File: src/hdl/assert_macros.svh
// Assertion macros used by json_syntax_validator.sv.
// No dependencies.
`ifndef ASSERT_MACROS_SVH
`define ASSERT_MACROS_SVH
// implication checked on every rising clock edge outside reset
`define ASSERT_IMP(label, clk, rst_n, ante, cons, msg) \
	label: assert property (@(posedge clk) disable iff (!rst_n) (ante) |-> (cons)) \
		else $error(msg);
// next-cycle implication
`define ASSERT_NEXT(label, clk, rst_n, ante, cons, msg) \
	label: assert property (@(posedge clk) disable iff (!rst_n) (ante) |=> (cons)) \
		else $error(msg);
`endif

File: src/hdl/jsv_ram.sv
// Generic single-port-write, one-read RAM with registered read data.
// No dependencies.
`timescale 1ns / 1ps
module jsv_ram #(
	parameter int WIDTH = 1,
	parameter int DEPTH = 16
) (
	input  logic                     clk,
	input  logic                     we,
	input  logic [$clog2(DEPTH)-1:0] waddr,
	input  logic [WIDTH-1:0]         wdata,
	input  logic [$clog2(DEPTH)-1:0] raddr,
	output logic [WIDTH-1:0]         rdata
);
	logic [WIDTH-1:0] mem [DEPTH];

	always_ff @(posedge clk) begin
		if (we) begin
			mem[waddr] <= wdata;
		end
		rdata <= mem[raddr];
	end
endmodule
File: config.mk
export PLATFORM = sky130hd
export DESIGN_NAME = jsv_ram
export DESIGN_NICKNAME = d
export VERILOG_FILES = /design/src/hdl/assert_macros.svh /design/src/hdl/jsv_ram.sv
export SDC_FILE = /design/constraint.sdc
export NUM_CORES = 1
export LEC_CHECK = 0
export BUFFER_PORTS_ARGS = -buffer_cell sky130_fd_sc_hd__buf_2
export CAP_MARGIN = 20
export CORE_MARGIN = 5
export CORE_UTILIZATION = 55
export DETAILED_ROUTE_END_ITERATION = 12
export PLACE_DENSITY = 0.74
export SLEW_MARGIN = 10
export SYNTH_ARGS = -nofsm -noshare
export SYNTH_HDL_FRONTEND = slang
export SYNTH_SLANG_ARGS = --single-unit
File: constraint.sdc
create_clock -name clk -period 3.4 [get_ports clk]
set_input_delay 0.68 -clock clk [delete_from_list [all_inputs] [get_ports clk]]
set_output_delay 0.68 -clock clk [all_outputs]
set_load 0.005 [all_outputs]
# After elaboration in Yosys (flattened, before gate mapping)

Memories as Yosys holds them, arrays and structs flattened. A register that Yosys moved wholly into a read port is not among the register bits.
Index checks and enable logic that the tools add are counted.

Memory bits (writable): 16
Logic and storage cells: 3
Register bits: 0
Output and inout port bits: 1
Memories: 1

Multiplexer cells: 2

Memory list:

| memory | depth | width | rd ports | clocked after Yosys merged registers in | wr ports | line          | source |
|---|---|---|---|---|---|---|---|
| mem    | 16    | 1     | 1        | 1                                       | 1        | jsv_ram.sv:15 | `logic [WIDTH-1:0] mem [DEPTH];` |

Operators by type and width:

| kind   | number |
|---|---|
| $mux 1 | 2 |

# Longest topological paths before layout

Depth after elaboration: 2
Gate-level depth with buffers: 3
Mapped depth without buffers: 3

# Worst setup path before layout

OpenSTA, ideal clock, no wires.

Path type: input-to-reg
Start point: input waddr[2]
End point: memory mem[0] (enable)
Setup slack: 1,770 ps
Required time: 3,088 ps
Buffers on the path: 0
Arrival: 1,317 ps
Library setup time: 312 ps
Stages on the path: 2
Cell sequence: or3b_2 > nor3_1

RTL lines:

| item               | line          | source |
|---|---|---|
| start: declaration | jsv_ram.sv:10 | `input logic [$clog2(DEPTH)-1:0] waddr,` |
| end: declaration   | jsv_ram.sv:15 |  |

Straight into the memory's write port.

# Final worst setup path

Start point: input waddr[2]
End point: memory mem[0] (enable)

Straight into the memory's write port.

==> out/qor.csv <==
metric,value,unit
status,completed,
dpl.cell_count,73,
finalSetupTns,0,ns
core,0.001285,mm^2
dieWidth,46.82,um
synth_area,745.7,um^2
min-delay-path-class,input pin to flop,
wirelength,1161,um
nNetsFinal,74,
worstMarginPinSlew,0.2396,ns
firstDrtPassIters,4,
maxSlewViolCount,0,
cp-start-kind,input pin,
insertion_delay,0.27,ns
rows,13,
rsz0062_at_grt,no,
drive_gt1_share,24.19,%
syn2layout_area_growth,13.42,%
fin_crit_sh,44.62,%
ioPinCount,12,
p_int,293.7,uW
syn_nets,58,
place.gp.congestion,0.7255,
p_clk_share,27.1,%
pre_cts_slack,1.588,ns
clk_pin_slew,0.09,ns
cts_tree,yes,
dieHeight,46.82,um
final_common_cell,edfxtp_1,
wl_per_cell,15.08,um
syn_inst,47,
netSwitchingPower,71.05,uW
grt_pass1_wl,1835,um
initial_core_util,58.03,%
power_frac_comb,8.4,%
grt_pass1_vias,438,
cts.path.max_buffers,2,
fin_worst_skew,0.001888,ns
drc,0,
num_vias,453,
post_cts.repair.setup_buffers,0,
ys_seq_area_share,67.11,%
grt_use_total,12.66,%
max_freq,659.1,MHz
via_per_inst,5.883,
ant_nets,0,
num_antenna_cells,0,
ir_drop,0.0002613,V
path_max_fanout,4,
numPortBuffers,11,
antenna_found_initial,0,
setup_ws,1.883,ns
hold_violations,0,
overflow,0,
grt_max_degree,17,
dpl.hpwl,894.3,um
die-area,0.002192,mm^2
final-setup-viol-count,0,
postSynthAreaPerCell,15.87,um^2
cts_buffers,3,
ys_ff_latch,17,
relSlewSlack,84.03,%
synth_cell_type_count,11,
cts_max_level,1,
maxCapViolCount,0,
drtIter0Drc,11,
fillerInstances,102,
cp-end-kind,flop,
cp.required,3.37,ns
cts_hold_buffers,0,
p_leak,0.3032,nW
crit_type,input pin to flop,
worstPathArrival,1.49,ns
swShare,19.48,%
cts_root_buf,clkbuf_4,
clkSinkCount,17,
ctsResizeCount,0,
p_per_area,431.2,mW/mm^2
power.share.sequential,64.4,%
finalCriticalPeriod,1.517,ns
final_cell_mix,"16 x edfxtp_1, 12 x nor2_1, 11 x buf_2",
ys.warnings.count,0,
final_cells,77,
final_core_util,65.82,%
final timing paths:
kind                            slack (ns)  cells past startpoint      to  startpoint
worst max-delay path                  1.88                      3  mem[0]    waddr[2]
worst min-delay path                  0.60                      2   rdata    raddr[2]
worst max register to register        2.14                      3   rdata      mem[1]
worst min register to register        0.76                      3   rdata      mem[7]
critical path: stages:
cell    delay (ns)
buf_2         0.11
or3b_2        0.50
nor3_1        0.19
cell type report:
cell class / instances / area, um^2 / area share (%)
repair buffers: 11 / 55.05 / 6.509
clock buffers: 4 / 26.28 / 3.107
flip-flops and latches: 17 / 500.5 / 59.17
well taps: 15 / 18.77 / 2.219
multi-input cells: 30 / 245.2 / 28.99
registers in the layout (all words and copies together), names as in the netlist:
register	cells
rdata	1
mem	16
synth_stat cells:
library cell	instances	area share [%]
edfxtp_1	16	64
nor3_1	4	2.7
nand3_1	1	0.67
or3b_2	1	1.2
nand2b_1	2	1.7
nand2_1	1	0.50
dfxtp_1	1	2.7
nand3b_1	2	2.0
nor2_1	12	6.0
mux4_1	4	14
mux2i_1	3	4.0
per-layer routing:
metal	global-route usage, %	up-vias	part of all wire [%]
li1	-	220	-
met2	21.68	21	49
met4	4.972	0	1.0
met3	4.981	2	9.7
met1	14.11	210	40
met5	0	-	0
power by group through the flow:
stage          logic (mW)  clock network [mW]  registers (mW)
2_1_floorplan      0.0144                   0           0.240
3_3_place_gp       0.0301                   0           0.240
3_5_place_dp       0.0311                   0           0.240
4_1_cts            0.0311               0.102           0.235
5_1_grt            0.0342               0.113           0.235
6_report           0.0307              0.0989           0.235
kinds of logic after synthesis:
family	Yosys count	share of synthesized area, %
muxes	7	18.12
and+or+nand+nor	23	14.76
DFF	17	67.11
per-stage QoR:
step | instance area (um^2) | power, mW | hold slack [ns]
4_1_cts | 845.8 | 0.3684 | 0.5937
6_report | 845.8 | 0.3647 | 0.5974
2_1_floorplan | 745.7 | 0.2542 | 0.6858
3_5_place_dp | 819.5 | 0.2710 | 0.7484
5_1_grt | 845.8 | 0.3827 | 0.6049
3_3_place_gp | 819.5 | 0.2697 | 0.7138
No activity file was read; power rests on OpenSTA's default activity.
